==> config.mk <==
export PLATFORM = sky130hd
export DESIGN_NAME = mask_controlled_text_edit_filter
export DESIGN_NICKNAME = d
export VERILOG_FILES = /design/src/mctef_pkg.sv /design/src/mctef_dp.sv /design/src/mctef_ctrl.sv /design/src/mask_controlled_text_edit_filter.sv
export SDC_FILE = /design/constraint.sdc
export NUM_CORES = 1
export LEC_CHECK = 0
export BUFFER_PORTS_ARGS = -buffer_cell sky130_fd_sc_hd__buf_2
export CORE_ASPECT_RATIO = 0.9
export CORE_UTILIZATION = 40
export CTS_CLUSTER_SIZE = 10
export DETAILED_ROUTE_END_ITERATION = 12
export GPL_TIMING_DRIVEN = 0
export SLEW_MARGIN = 20
export SYNTH_ARGS = -nofsm -noshare
export SYNTH_HDL_FRONTEND = slang
export SYNTH_HIERARCHICAL = 1
export SYNTH_SLANG_ARGS = --single-unit
==> constraint.sdc <==
create_clock -name clock -period 2.6 [get_ports clock]
set_clock_uncertainty 0.1 [all_clocks]
set_input_delay 0.13 -clock clock [delete_from_list [all_inputs] [get_ports clock]]
set_output_delay 0.13 -clock clock [all_outputs]
set_load 0.05 [all_outputs]
==> src/mctef_pkg.sv <==
// Shared types and constants for the mask-controlled text edit filter.
// Used by the datapath, the controller, the top level and the checker.
`timescale 1ns / 1ps
`default_nettype none

package mctef_pkg;

   // Hold store depth default and edit mask reset value
   localparam int unsigned HOLD_MAX_DEF = 31;
   localparam int unsigned MASK_W       = 9;
   localparam logic [MASK_W-1:0] MASK_RESET = 9'd445;

   // Edit mask bit positions
   localparam int unsigned M_PARITY   = 0;
   localparam int unsigned M_SPACES   = 1;
   localparam int unsigned M_CONTROLS = 2;
   localparam int unsigned M_LEADING  = 3;
   localparam int unsigned M_COMPRESS = 4;
   localparam int unsigned M_UPPER    = 5;
   localparam int unsigned M_LOWER    = 6;
   localparam int unsigned M_TRAILING = 7;
   localparam int unsigned M_QUOTES   = 8;

   // Character codes
   localparam logic [7:0] CH_TAB    = 8'h09;
   localparam logic [7:0] CH_SPACE  = 8'h20;
   localparam logic [7:0] CH_QUOTE  = 8'h22;
   localparam logic [7:0] CH_ASCII  = 8'h7f;
   localparam logic [7:0] CH_CASE   = 8'h20;
   localparam logic [7:0] CH_UC_LO  = 8'h41;
   localparam logic [7:0] CH_UC_HI  = 8'h5a;
   localparam logic [7:0] CH_LC_LO  = 8'h61;
   localparam logic [7:0] CH_LC_HI  = 8'h7a;
   localparam logic [7:0] CH_HIGH   = 8'h80;

   // Input word
   typedef struct packed {
      logic [7:0] in_byte;
      logic       last_byte;
   } req_type;

   // Result word
   typedef struct packed {
      logic [7:0] out_byte;
      logic       byte_valid;
      logic       string_end;
      logic       hold_overflow;
   } rsp_type;

   // Controller to datapath
   typedef struct packed {
      logic take_item;   // input word accepted this cycle
      logic rel_step;    // release step with the output register free
   } ctl_cmd_type;

   // Datapath to controller
   typedef struct packed {
      logic emit_now;    // the word at the input gives one result at once
      logic go_release;  // the word at the input must release held bytes first
      logic held_empty;  // hold store empty
   } ctl_status_type;

endpackage : mctef_pkg

`default_nettype wire

==> src/mctef_dp.sv <==
// Datapath: edit mask register, per-string state, whitespace hold store,
// edit decision logic and the result register. Depends on mctef_pkg.
`timescale 1ns / 1ps
`default_nettype none

module mctef_dp #(
   parameter int unsigned HOLD_MAX = mctef_pkg::HOLD_MAX_DEF
) (
   input  wire                          clock,
   input  wire                          reset,
   input  mctef_pkg::req_type           req_data,
   input  wire                          csr_write,
   input  wire [mctef_pkg::MASK_W-1:0]  csr_edit_mask,
   input  mctef_pkg::ctl_cmd_type       cmd,
   output mctef_pkg::ctl_status_type    status,
   output mctef_pkg::rsp_type           rsp_data
);
   import mctef_pkg::*;

   localparam int unsigned CntW = $clog2(HOLD_MAX + 1);
   localparam int unsigned PtrW = (HOLD_MAX > 1) ? $clog2(HOLD_MAX) : 1;
   localparam logic [CntW-1:0] CntFull = CntW'(HOLD_MAX);
   localparam logic [PtrW-1:0] PtrLast = PtrW'(HOLD_MAX - 1);

   // Registers
   logic [MASK_W-1:0] mask_ff;
   logic              quotes_ff, quotes_in;
   logic              leading_ff, leading_in;
   logic              prev_sp_ff, prev_sp_in;
   logic [CntW-1:0]   count_ff, count_in;
   logic [PtrW-1:0]   rd_ptr_ff, rd_ptr_in;
   logic [PtrW-1:0]   wr_ptr_ff, wr_ptr_in;
   logic              held_ff [HOLD_MAX];
   logic [7:0]        pend_byte_ff;
   logic              pend_last_ff;
   rsp_type           out_ff, out_in;

   // Edit decision
   logic [7:0] c_edit;
   logic       quote_next;
   logic       store;
   logic       ws_hold;
   logic       held_full;
   logic       held_empty;
   logic [7:0] head_byte;
   logic       load_out;

   assign held_full  = (count_ff == CntFull);
   assign held_empty = (count_ff == '0);
   assign head_byte  = held_ff[rd_ptr_ff] ? CH_TAB : CH_SPACE;

   // Byte edit for the word at the input
   always_comb begin
      logic [7:0] c;
      logic       ws;
      logic       ctl;
      c          = req_data.in_byte;
      ws         = 1'b0;
      ctl        = 1'b0;
      store      = 1'b0;
      if (mask_ff[M_PARITY]) begin
         c = c & CH_ASCII;
      end
      quote_next = quotes_ff ^ ((c == CH_QUOTE) && mask_ff[M_QUOTES]);
      if (quote_next) begin
         store = 1'b1;
      end else begin
         if (c >= CH_LC_LO && c <= CH_LC_HI && mask_ff[M_UPPER]) begin
            c = c & ~CH_CASE;
         end
         if (c >= CH_UC_LO && c <= CH_UC_HI && mask_ff[M_LOWER]) begin
            c = c | CH_CASE;
         end
         if (c > CH_SPACE && c < CH_HIGH) begin
            store = 1'b1;
         end else begin
            ws  = (c == CH_SPACE) || (c == CH_TAB);
            ctl = (c < CH_SPACE || c >= CH_HIGH) && (c != CH_TAB);
            if ((leading_ff || mask_ff[M_SPACES]) && ws) begin
               store = 1'b0;
            end else if (mask_ff[M_CONTROLS] && ctl) begin
               store = 1'b0;
            end else begin
               store = 1'b1;
               if (mask_ff[M_COMPRESS]) begin
                  if (c == CH_TAB) begin
                     c = CH_SPACE;
                  end
                  if (prev_sp_ff) begin
                     store = 1'b0;
                  end
               end
            end
         end
      end
      c_edit  = c;
      ws_hold = store && mask_ff[M_TRAILING] && ((c == CH_SPACE) || (c == CH_TAB));
   end

   // Status to the controller
   always_comb begin
      status.emit_now   = (ws_hold && (held_full || req_data.last_byte))
                        || (store && !ws_hold && held_empty)
                        || (!store && req_data.last_byte);
      status.go_release = store && !ws_hold && !held_empty;
      status.held_empty = held_empty;
   end

   // Next result word
   always_comb begin
      out_in   = out_ff;
      load_out = 1'b0;
      if (cmd.take_item && status.emit_now) begin
         load_out = 1'b1;
         if (ws_hold && held_full) begin
            out_in = '{out_byte: head_byte, byte_valid: 1'b1,
                       string_end: req_data.last_byte, hold_overflow: 1'b1};
         end else if (store && !ws_hold) begin
            out_in = '{out_byte: c_edit, byte_valid: 1'b1,
                       string_end: req_data.last_byte, hold_overflow: 1'b0};
         end else begin
            out_in = '{out_byte: 8'h00, byte_valid: 1'b0,
                       string_end: 1'b1, hold_overflow: 1'b0};
         end
      end else if (cmd.rel_step) begin
         load_out = 1'b1;
         if (!held_empty) begin
            out_in = '{out_byte: head_byte, byte_valid: 1'b1,
                       string_end: 1'b0, hold_overflow: 1'b0};
         end else begin
            out_in = '{out_byte: pend_byte_ff, byte_valid: 1'b1,
                       string_end: pend_last_ff, hold_overflow: 1'b0};
         end
      end
   end

   // String state and hold store pointers
   always_comb begin
      quotes_in  = quotes_ff;
      leading_in = leading_ff;
      prev_sp_in = prev_sp_ff;
      count_in   = count_ff;
      rd_ptr_in  = rd_ptr_ff;
      wr_ptr_in  = wr_ptr_ff;
      if (cmd.take_item) begin
         quotes_in = quote_next;
         if (store) begin
            leading_in = 1'b0;
            prev_sp_in = (c_edit == CH_SPACE);
         end
         if (ws_hold) begin
            wr_ptr_in = (wr_ptr_ff == PtrLast) ? '0 : wr_ptr_ff + 1'b1;
            if (held_full) begin
               rd_ptr_in = (rd_ptr_ff == PtrLast) ? '0 : rd_ptr_ff + 1'b1;
            end else begin
               count_in = count_ff + 1'b1;
            end
         end
         // end of string: clear, but let a pending release drain the store
         if (req_data.last_byte) begin
            quotes_in  = 1'b0;
            leading_in = mask_ff[M_LEADING];
            prev_sp_in = 1'b0;
            if (!status.go_release) begin
               count_in  = '0;
               rd_ptr_in = '0;
               wr_ptr_in = '0;
            end
         end
      end else if (cmd.rel_step && !held_empty) begin
         rd_ptr_in = (rd_ptr_ff == PtrLast) ? '0 : rd_ptr_ff + 1'b1;
         count_in  = count_ff - 1'b1;
      end
      // a mask write reloads leading discard
      if (csr_write) begin
         leading_in = csr_edit_mask[M_LEADING];
      end
   end

   // Control registers
   always_ff @(posedge clock) begin
      if (reset) begin
         mask_ff    <= MASK_RESET;
         quotes_ff  <= 1'b0;
         leading_ff <= MASK_RESET[M_LEADING];
         prev_sp_ff <= 1'b0;
         count_ff   <= '0;
         rd_ptr_ff  <= '0;
         wr_ptr_ff  <= '0;
      end else begin
         if (csr_write) begin
            mask_ff <= csr_edit_mask;
         end
         quotes_ff  <= quotes_in;
         leading_ff <= leading_in;
         prev_sp_ff <= prev_sp_in;
         count_ff   <= count_in;
         rd_ptr_ff  <= rd_ptr_in;
         wr_ptr_ff  <= wr_ptr_in;
      end
   end

   // Payload registers: hold store, pending byte, result word
   always_ff @(posedge clock) begin
      if (cmd.take_item && ws_hold) begin
         held_ff[wr_ptr_ff] <= (c_edit == CH_TAB);
      end
      if (cmd.take_item) begin
         pend_byte_ff <= c_edit;
         pend_last_ff <= req_data.last_byte;
      end
      if (load_out) begin
         out_ff <= out_in;
      end
   end

   assign rsp_data = out_ff;

endmodule : mctef_dp

`default_nettype wire

==> src/mctef_ctrl.sv <==
// Controller: accept/release state machine and result valid flag.
// Drives commands into mctef_dp from its status. Depends on mctef_pkg.
`timescale 1ns / 1ps
`default_nettype none

module mctef_ctrl (
   input  wire                        clock,
   input  wire                        reset,
   input  wire                        req_valid,
   output logic                       req_ready,
   output logic                       rsp_valid,
   input  wire                        rsp_ready,
   output logic                       csr_ready,
   input  mctef_pkg::ctl_status_type  status,
   output mctef_pkg::ctl_cmd_type     cmd
);
   import mctef_pkg::*;

   localparam logic ST_IDLE    = 1'b0;
   localparam logic ST_RELEASE = 1'b1;

   logic state_ff, state_in;
   logic valid_ff, valid_in;
   logic slot_free;
   logic load;

   // Output register free this cycle
   assign slot_free = !valid_ff || rsp_ready;

   always_comb begin
      req_ready     = (state_ff == ST_IDLE) && slot_free;
      csr_ready     = (state_ff == ST_IDLE);
      cmd.take_item = req_valid && req_ready;
      cmd.rel_step  = (state_ff == ST_RELEASE) && slot_free;
   end

   // Next state
   always_comb begin
      state_in = state_ff;
      case (state_ff)
         ST_IDLE: begin
            if (cmd.take_item && status.go_release) begin
               state_in = ST_RELEASE;
            end
         end
         ST_RELEASE: begin
            if (cmd.rel_step && status.held_empty) begin
               state_in = ST_IDLE;
            end
         end
         default: state_in = ST_IDLE;
      endcase
   end

   // Result valid flag
   assign load = (cmd.take_item && status.emit_now) || cmd.rel_step;
   always_comb begin
      valid_in = valid_ff;
      if (rsp_ready) begin
         valid_in = 1'b0;
      end
      if (load) begin
         valid_in = 1'b1;
      end
   end

   always_ff @(posedge clock) begin
      if (reset) begin
         state_ff <= ST_IDLE;
         valid_ff <= 1'b0;
      end else begin
         state_ff <= state_in;
         valid_ff <= valid_in;
      end
   end

   assign rsp_valid = valid_ff;

endmodule : mctef_ctrl

`default_nettype wire

==> src/mask_controlled_text_edit_filter.sv <==
// Top level of the mask-controlled text edit filter.
// Instantiates mctef_ctrl and mctef_dp; types from mctef_pkg.
`timescale 1ns / 1ps
`default_nettype none

// Edits a byte string under the 9-bit edit mask (reset 445). A word that
// gives at most one result is taken once the result register is free, so
// plain text flows at one byte per cycle while the result side keeps up.
// A byte releasing n held whitespace bytes gives n+1 results, one per
// cycle through the single result register when not stalled, and input
// is held off until the last is loaded. Dropped or held words give no
// result, except at string end (always one) or on hold store overflow.
// The hold store is a small flop FIFO of HOLD_MAX entries; no clearing
// pass runs after reset. Write the mask only with no results outstanding;
// a write made mid-string also restarts leading whitespace discard.
module mask_controlled_text_edit_filter #(
   parameter int unsigned HOLD_MAX = mctef_pkg::HOLD_MAX_DEF
) (
   input  wire                          clock,
   input  wire                          reset,
   input  wire                          req_valid,
   output logic                         req_ready,
   input  mctef_pkg::req_type           req_data,
   output logic                         rsp_valid,
   input  wire                          rsp_ready,
   output mctef_pkg::rsp_type           rsp_data,
   input  wire                          csr_valid,
   output logic                         csr_ready,
   input  wire [mctef_pkg::MASK_W-1:0]  csr_edit_mask
);
   import mctef_pkg::*;

   ctl_cmd_type    cmd;
   ctl_status_type status;
   logic           csr_write;

   assign csr_write = csr_valid && csr_ready;

   // Sequencing
   mctef_ctrl u_ctrl (
      .clock     (clock),
      .reset     (reset),
      .req_valid (req_valid),
      .req_ready (req_ready),
      .rsp_valid (rsp_valid),
      .rsp_ready (rsp_ready),
      .csr_ready (csr_ready),
      .status    (status),
      .cmd       (cmd)
   );

   // Edit logic and storage
   mctef_dp #(
      .HOLD_MAX (HOLD_MAX)
   ) u_dp (
      .clock         (clock),
      .reset         (reset),
      .req_data      (req_data),
      .csr_write     (csr_write),
      .csr_edit_mask (csr_edit_mask),
      .cmd           (cmd),
      .status        (status),
      .rsp_data      (rsp_data)
   );

endmodule : mask_controlled_text_edit_filter

`default_nettype wire

Yosys cells after proc, flatten, opt, wreduce, memory -nomap -nowiden
Memories as Yosys holds them, arrays and structs flattened. A register that Yosys moved wholly into a read port is not among the register bits.
Cells that the tools add are included.
{"block": "word_totals", "ramBits": 31, "word_cells": 146, "in_bits": 23, "reg_bits": 49, "output_inout_bits": 14, "mem_count": 1}
{"block": "op_classes", "n_eq_ne": 9, "order_cmp": 8, "bitwise_logic": 2, "n_addsub": 4, "mux": 58, "reduce_logical": 49}
{"memory": "u_dp.held_ff", "depth": 31, "width": 1, "rd": 1, "rd_ports_with_merged_regs": 1, "wr": 1, "line_no": "mctef_dp.sv:33", "text": "logic held_ff [HOLD_MAX];"}
{"op": "$mux W5", "n": 19}
{"op": "$mux W8", "n": 9}
{"op": "$mux W11", "n": 5}
{"op": "$logic_and A1 B1 Y1", "n": 26}
{"op": "$eq A8 B6 Y1 const B", "n": 3}
{"op": "$mux W1", "n": 21}
{"op": "$mux W6", "n": 3}
{"op": "$eq A8 B4 Y1 const B", "n": 2}
{"op": "$ge A8 B7 Y1 const B", "n": 2}
{"op": "$le A8 B7 Y1 const B", "n": 2}
{"op": "$add A5 B1 Y5 const B", "n": 3}
{"op": "$eq A5 B5 Y1 const B", "n": 3}
{"op": "$reduce_bool A2 Y1", "n": 5}
{"op": "$logic_or A1 B1 Y1", "n": 9}
{"op": "$ge A8 B8 Y1 const B", "n": 1}
{"op": "$gt A8 B6 Y1 const B", "n": 1}
{"op": "$lt A8 B6 Y1 const B", "n": 1}
{"op": "$lt A8 B8 Y1 const B", "n": 1}
{"op": "$ne A8 B4 Y1 const B", "n": 1}
{"op": "$reduce_and A2 Y1", "n": 3}
{"op": "$logic_not A5 Y1", "n": 1}
{"op": "$sub A5 B1 Y5 const B", "n": 1}
{"op": "$logic_not A1 Y1", "n": 4}
{"op": "$reduce_bool A3 Y1", "n": 1}
{"op": "3 further kinds", "n": 3}

Longest topological paths before layout
{"block": "logic_depth", "ltp_word": 30, "mapped_depth": 10, "ltp_nobuf": 10}

Cells and area by module
Netlist, hierarchy kept.
{"module": "mctef_dp", "seq_area_each_um2": 2172.1, "n_inst": 1, "area_each_um2": 4264.1, "cells_each": 410}
{"module": "mctef_ctrl", "seq_area_each_um2": 40.0, "n_inst": 1, "area_each_um2": 103.8, "cells_each": 11}
{"module": "mask_controlled_text_edit_filter", "seq_area_each_um2": 0.0, "n_inst": 1, "area_each_um2": 6.3, "cells_each": 1}

Worst setup path before layout
No wires, ideal clock.
{"block": "synth_timing", "path_type": "register -> register", "startpoint": "register u_dp.quotes_ff", "endpoint": "memory u_dp.held_ff[0] (data pin)", "synth_period_minus_slack_ns": 2.660, "slack_ns": -0.060, "setup_time_ns": 0.337, "path_buffers": 0, "required_ns": 2.163, "path_stages_with_launch": 6, "arrival_time_ns": 2.223, "cell_sequence": "dfxtp_1 -> or4_1 -> o221a_2 -> or4_1 -> and2_1 -> and4_1"}
{"block": "synth_via", "elab_chain_cells": 3}
{"item": "start: declaration", "line_no": "mctef_dp.sv:27", "text": "logic quotes_ff, quotes_in;"}
{"item": "start signal: assignment", "line_no": "mctef_dp.sv:194", "text": "quotes_ff <= quotes_in;"}
{"item": "$xor A1 B1 Y1", "line_no": "mctef_dp.sv:64", "text": "quote_next = quotes_ff ^ ((c == CH_QUOTE) && mask_ff[M_QUOTES]);"}
{"item": "$mux W8", "line_no": "mctef_dp.sv:65", "text": "if (quote_next) begin"}
{"item": "net u_dp.c_edit[0]", "line_no": "mctef_dp.sv:39", "text": "logic [7:0] c_edit;"}
{"item": "$eq A8 B4 Y1", "line_no": "mctef_dp.sv:206", "text": "held_ff[wr_ptr_ff] <= (c_edit == CH_TAB);"}
{"item": "end: declaration", "line_no": "mctef_dp.sv:33"}
The timed path passes the listed nets, and every way through them passes these cells.

==> results_tabular.tex <==
\begin{tabular}{lr}
\hline
Metric & Value \\
\hline
\multicolumn{2}{l}{\textbf{Run status}} \\
Outcome & complete, but fails checks \\
Failing checks & design-rule violations \\
\multicolumn{2}{l}{\textbf{GRT}} \\
Total global routing overflow & 0 \\
Via count of the first global-routing pass & 3,277 \\
Maximum number of pins on one net before global-route repair & 32 \\
Initial antenna violation count & 0 \\
All-Layer GR Usage & 0.189 \\
Global-route wire length before repair & 16,700 um \\
\multicolumn{2}{l}{\textbf{Flow run}} \\
Number of max-cap violations & 0 \\
\multicolumn{2}{l}{\textbf{Placement}} \\
Final GP Congestion & 0.842 \\
Post-placement cell area & 4720 um\^{}2 \\
Worst Setup Slack post-DPL & -0.415 ns \\
Post-detail-place hpwl & 7150 um \\
Number of buffers added on ports & 36 \\
\multicolumn{2}{l}{\textbf{Pwr}} \\
Overall power after layout & 4.54 mW \\
Leakage power figure & 1.92 nW \\
Total power per unit cell area & 825 nW/um\^{}2 \\
Peak supply drop & 0.000442 V \\
\multicolumn{2}{l}{\textbf{STA}} \\
Worst-Margin Slew & 0.720 ns \\
Min Hold Slack & 0.00351 ns \\
Crit share post-route & 0.995 \\
Pins over their slew limit & 0 \\
Max-Slew Margin vs Limit & 0.520 \\
Fmax achieved & 387 MHz \\
Post-route worst setup slack & 0.0137 ns \\
Minimum clock period & 2.59 ns \\
Final hold violation count & 0 \\
Final setup fails & 0 \\
Setup repair after global routing missed its margin & true \\
\multicolumn{2}{l}{\textbf{Clock tree}} \\
Num CTS Buffers & 9 \\
TritonCTS clock tree & built \\
Clock slew at reported path FFs & 0.07 ns \\
Root Buffer & sky130\_fd\_sc\_hd\_\_clkbuf\_16 \\
H-tree depth & 3 \\
Worst-skew pair later-pin latency & 0.34 ns \\
Number of buffers between clock root and the deepest sink & 2 \\
Count of clock tree sinks & 85 \\
\multicolumn{2}{l}{\textbf{Floorplanning}} \\
DIE AREA & 11,400 um\^{}2 \\
Total core area & 10,400 um\^{}2 \\
Die boundary width & 112 um \\
Number of I/O pins & 37 \\
Starting density of the core & 0.420 \\
Die extent in y & 101 um \\
Number of rows created at floorplan & 35 \\
\multicolumn{2}{l}{\textbf{Cells and area}} \\
Share of post-route cells with drive strength above 1 & 0.280 \\
Net count, final & 526 \\
ANT cells & 0 \\
Utilization after layout & 0.528 \\
Post-synthesis to final-layout area growth & 25.7\% \\
Summed area of non-filler cells in the final layout & 5500 um\^{}2 \\
\multicolumn{2}{l}{\textbf{Synthesis}} \\
Top\_reg\_cell synth & sky130\_fd\_sc\_hd\_\_edfxtp\_1 \\
Number of warnings printed during yosys synthesis & 6 \\
Synthesized-area fraction occupied by adder cells & 0.0229 \\
Area share of the largest cell type after synthesis & 0.350 \\
Xor/xnor cell area share of the yosys netlist & 0.00200 \\
Number of different library cells in the post-synthesis netlist & 73 \\
Average cell area after synthesis & 10.4 um\^{}2 \\
Async set or reset register ratio after synthesis & 0 \\
Multiplexer fraction of the synthesized cell area & 0.0595 \\
Post-synthesis instance area & 4370 um\^{}2 \\
EDFF count, synth & 51 \\
Largest family of logic cells by synthesized area & simple AND/OR/NAND/NOR gates \\
Compound-Gate Fraction of Synth Area & 0.154 \\
Leading post-synthesis cells by cell area & sky130\_fd\_sc\_hd\_\_edfxtp\_1 (35\%), sky130\_fd\_sc\_hd\_\_dfxtp\_1 (16\%), sky130\_fd\_sc\_hd\_\_nor2\_1 (4.5\%) \\
Basic-gate share of the synthesized area counting and, or, nand and nor cells & 0.214 \\
Most area-hungry cell type in the Yosys netlist & sky130\_fd\_sc\_hd\_\_edfxtp\_1 \\
Share of the yosys chip area belonging to registers & 0.506 \\
Synthesized netlist net count & 453 \\
Number of cells produced by synthesis & 422 \\
Post-synthesis sequential element count & 85 \\
\multicolumn{2}{l}{\textbf{Setup path}} \\
Critical register-to-register path startpoint & u\_dp/mask\_ff[0]\$\_SDFFE\_PP1P\_ \\
Category of the worst setup path launch point & flip-flop \\
Crit path buffers/inverters & 3 \\
Worst setup path startpoint & u\_dp/mask\_ff[0]\$\_SDFFE\_PP1P\_ \\
Slowest cell on the critical path & sky130\_fd\_sc\_hd\_\_or4\_4 \\
Worst endpoint data arrival time & 2.57 ns \\
Worst setup EP type & flip-flop \\
Reg-to-reg critical path endpoint & u\_dp/rsp\_data[9]\$\_DFFE\_PP\_ \\
Critical-path cell list & nand2b\_4, inv\_8, or4\_4, a221oi\_4, o22a\_2, o221ai\_4, buf\_6, buf\_8, nand3\_4, o31ai\_4 \\
Worst Path Class, Setup & flip-flop to flip-flop \\
Critical path data required time & 2.59 ns \\
Max FO, Critical Path & 8 \\
Total stage count of the critical path & 10 \\
CP top delay family & compound AO/OA/AOI/OAI gates \\
CP max stage delay & 0.50 ns \\
Setup slack, reg-to-reg & 0.01 ns \\
End of the critical path & u\_dp/rsp\_data[9]\$\_DFFE\_PP\_ \\
FF-to-FF path depth & 10 \\
\multicolumn{2}{l}{\textbf{Routing}} \\
Number of detailed-routing iterations run before antenna repair & 9 \\
1st-iter DRT viols & 293 \\
Routed wire length & 11,000 um \\
Routed via count divided by cell count & 5.71 \\
DRC errors left & 1 \\
Average wire per cell in the routed design & 17.4 um \\
Number of vias after detailed routing & 3,590 \\
Number of antenna-violating nets in the routed design & 0 \\
\multicolumn{2}{l}{\textbf{Worst hold path}} \\
Beginning of the worst hold path & reset \\
Worst Hold Class & input port to flip-flop \\
\hline
\end{tabular}
-- report_power, final --
part           switching (mW)  internal [mW]  leakage, nW
Clock                   0.563          0.857        0.159
Combinational           0.916          0.513         1.02
Sequential             0.0862           1.60        0.743
-- cell usage in the layout (no fill, tap or decap), types with 6 or more instances in the layout --
| cell | Yosys | final |
|---|---|---|
| sky130_fd_sc_hd__or3_1 | 8 | 7 |
| sky130_fd_sc_hd__buf_2 | 4 | 40 |
| sky130_fd_sc_hd__clkbuf_1 | 18 | 17 |
| sky130_fd_sc_hd__o21ai_0 | 14 | 14 |
| sky130_fd_sc_hd__mux2i_1 | 11 | 11 |
| sky130_fd_sc_hd__nand4_1 | 8 | 8 |
| sky130_fd_sc_hd__mux4_2 | 6 | 6 |
| sky130_fd_sc_hd__nand2_1 | 34 | 31 |
| sky130_fd_sc_hd__a21oi_1 | 18 | 16 |
| sky130_fd_sc_hd__nor2_1 | 52 | 51 |
| sky130_fd_sc_hd__clkbuf_16 | 0 | 10 |
| sky130_fd_sc_hd__inv_1 | 17 | 15 |
| sky130_fd_sc_hd__dlygate4sd3_1 | 0 | 11 |
| sky130_fd_sc_hd__nor2b_1 | 6 | 6 |
| sky130_fd_sc_hd__dfxtp_1 | 34 | 31 |
| sky130_fd_sc_hd__nand3_2 | 3 | 7 |
| sky130_fd_sc_hd__buf_4 | 1 | 13 |
| sky130_fd_sc_hd__ha_1 | 8 | 8 |
| sky130_fd_sc_hd__nand3_1 | 22 | 17 |
| sky130_fd_sc_hd__edfxtp_1 | 51 | 51 |
-- cell families after synthesis --
family	Yosys count
AND/OR/NAND/NOR	180
XOR/XNOR	1
multiplexers	18
flip-flops	85
AO/OA/AOI/OAI	87
adder cells (fa/ha/maj)	8
buffers and inverters	43
-- worst register-to-register path, cell delays in order (launching register included) --
cell and delay, ns:
sky130_fd_sc_hd__dfxtp_2 0.32, sky130_fd_sc_hd__nand2b_4 0.15, sky130_fd_sc_hd__inv_8 0.04, sky130_fd_sc_hd__or4_4 0.50, sky130_fd_sc_hd__a221oi_4 0.39, sky130_fd_sc_hd__o22a_2 0.25
sky130_fd_sc_hd__o221ai_4 0.12, sky130_fd_sc_hd__buf_6 0.17, sky130_fd_sc_hd__buf_8 0.14, sky130_fd_sc_hd__nand3_4 0.08, sky130_fd_sc_hd__o31ai_4 0.06
-- timing repair --
item / CTS / global route
endpoints found under the setup margin: 89 / 83
hold buffers: 11 / 0
setup buffers: 7 / 7
gates cloned: 0 / 3
gates resized for setup: 19 / 28
pin swaps: 6 / 12
endpoints found under the hold margin: 12 / 0
-- registers in the layout, indices dropped and copies added (netlist names), named ones only --
signal and cells:
u_dp/rd_ptr_ff 5, u_dp/leading_ff 1, u_dp/quotes_ff 1, u_ctrl/state_ff 1, u_dp/rsp_data 11, u_dp/pend_byte_ff 8
u_dp/held_ff 31, u_dp/wr_ptr_ff 5, u_dp/prev_sp_ff 1, u_dp/mask_ff 9, u_ctrl/rsp_valid 1, u_dp/pend_last_ff 1
u_dp/count_ff 5
-- cells in the mapped netlist (3+ instances only) --
cell	instances
sky130_fd_sc_hd__nor2_1	52
sky130_fd_sc_hd__edfxtp_1	51
sky130_fd_sc_hd__dfxtp_1	34
sky130_fd_sc_hd__nand2_1	34
sky130_fd_sc_hd__nand3_1	22
sky130_fd_sc_hd__a21oi_1	18
sky130_fd_sc_hd__clkbuf_1	18
sky130_fd_sc_hd__inv_1	17
sky130_fd_sc_hd__o21ai_0	14
sky130_fd_sc_hd__mux2i_1	11
sky130_fd_sc_hd__ha_1	8
sky130_fd_sc_hd__nand4_1	8
sky130_fd_sc_hd__or3_1	8
sky130_fd_sc_hd__nand2b_1	7
sky130_fd_sc_hd__and2_1	6
sky130_fd_sc_hd__mux4_2	6
sky130_fd_sc_hd__nor2b_1	6
sky130_fd_sc_hd__nor3_1	6
sky130_fd_sc_hd__o21ai_1	6
sky130_fd_sc_hd__a211o_1	5
sky130_fd_sc_hd__a31oi_1	5
sky130_fd_sc_hd__buf_2	4
sky130_fd_sc_hd__o211ai_1	4
sky130_fd_sc_hd__or4_1	4
sky130_fd_sc_hd__a32oi_1	3
sky130_fd_sc_hd__nand3_2	3
sky130_fd_sc_hd__nand3b_1	3
sky130_fd_sc_hd__nor4_1	3
sky130_fd_sc_hd__or2_2	3
-- per-layer routing --
| metal | wire length [um] | global-route usage | up-vias |
|---|---|---|---|
| li1 | - | - | 1726 |
| met1 | 5220 | 0.274 | 1730 |
| met2 | 4880 | 0.293 | 120 |
| met3 | 743 | 0.0353 | 14 |
| met4 | 135 | 0.0523 | 0 |
| met5 | 0 | 0 | - |
-- final cells by class --
| class | count | area (um^2) |
|---|---|---|
| multi-input cells | 296 | 2170 |
| inverters | 17 | 71.3 |
| well taps | 129 | 161 |
| fillers | 922 | 4920 |
| repair buffers | 62 | 428 |
| flip-flops and latches | 85 | 2220 |
| clock buffers | 9 | 225 |
| clock inverters | 7 | 105 |
| plain buffers | 24 | 118 |
-- worst min-delay path by stage --
stage                     cells past startpoint  slack (ns)                             to
after global placement                        1        0.23    u_dp/pend_last_ff$_DFFE_PP_
after detailed placement                      1        0.22    u_dp/pend_last_ff$_DFFE_PP_
final                                         2       0.004  u_ctrl/rsp_valid$_SDFFE_PP0P_
after CTS                                     2        0.01  u_ctrl/rsp_valid$_SDFFE_PP0P_
after global routing                          2        0.03     u_ctrl/state_ff$_SDFF_PP0_
after floorplan                               1         0.1  u_ctrl/rsp_valid$_SDFFE_PP0P_
-- stage by stage --
step | std cells | TNS, ns
3_3_place_gp | 587 | -22.47
5_1_grt | 629 | -0.553
6_report | 629 | 0
3_5_place_dp | 587 | -21.98
2_1_floorplan | 422 | 0
4_1_cts | 620 | 0
(Power assumes the default switching activity.)
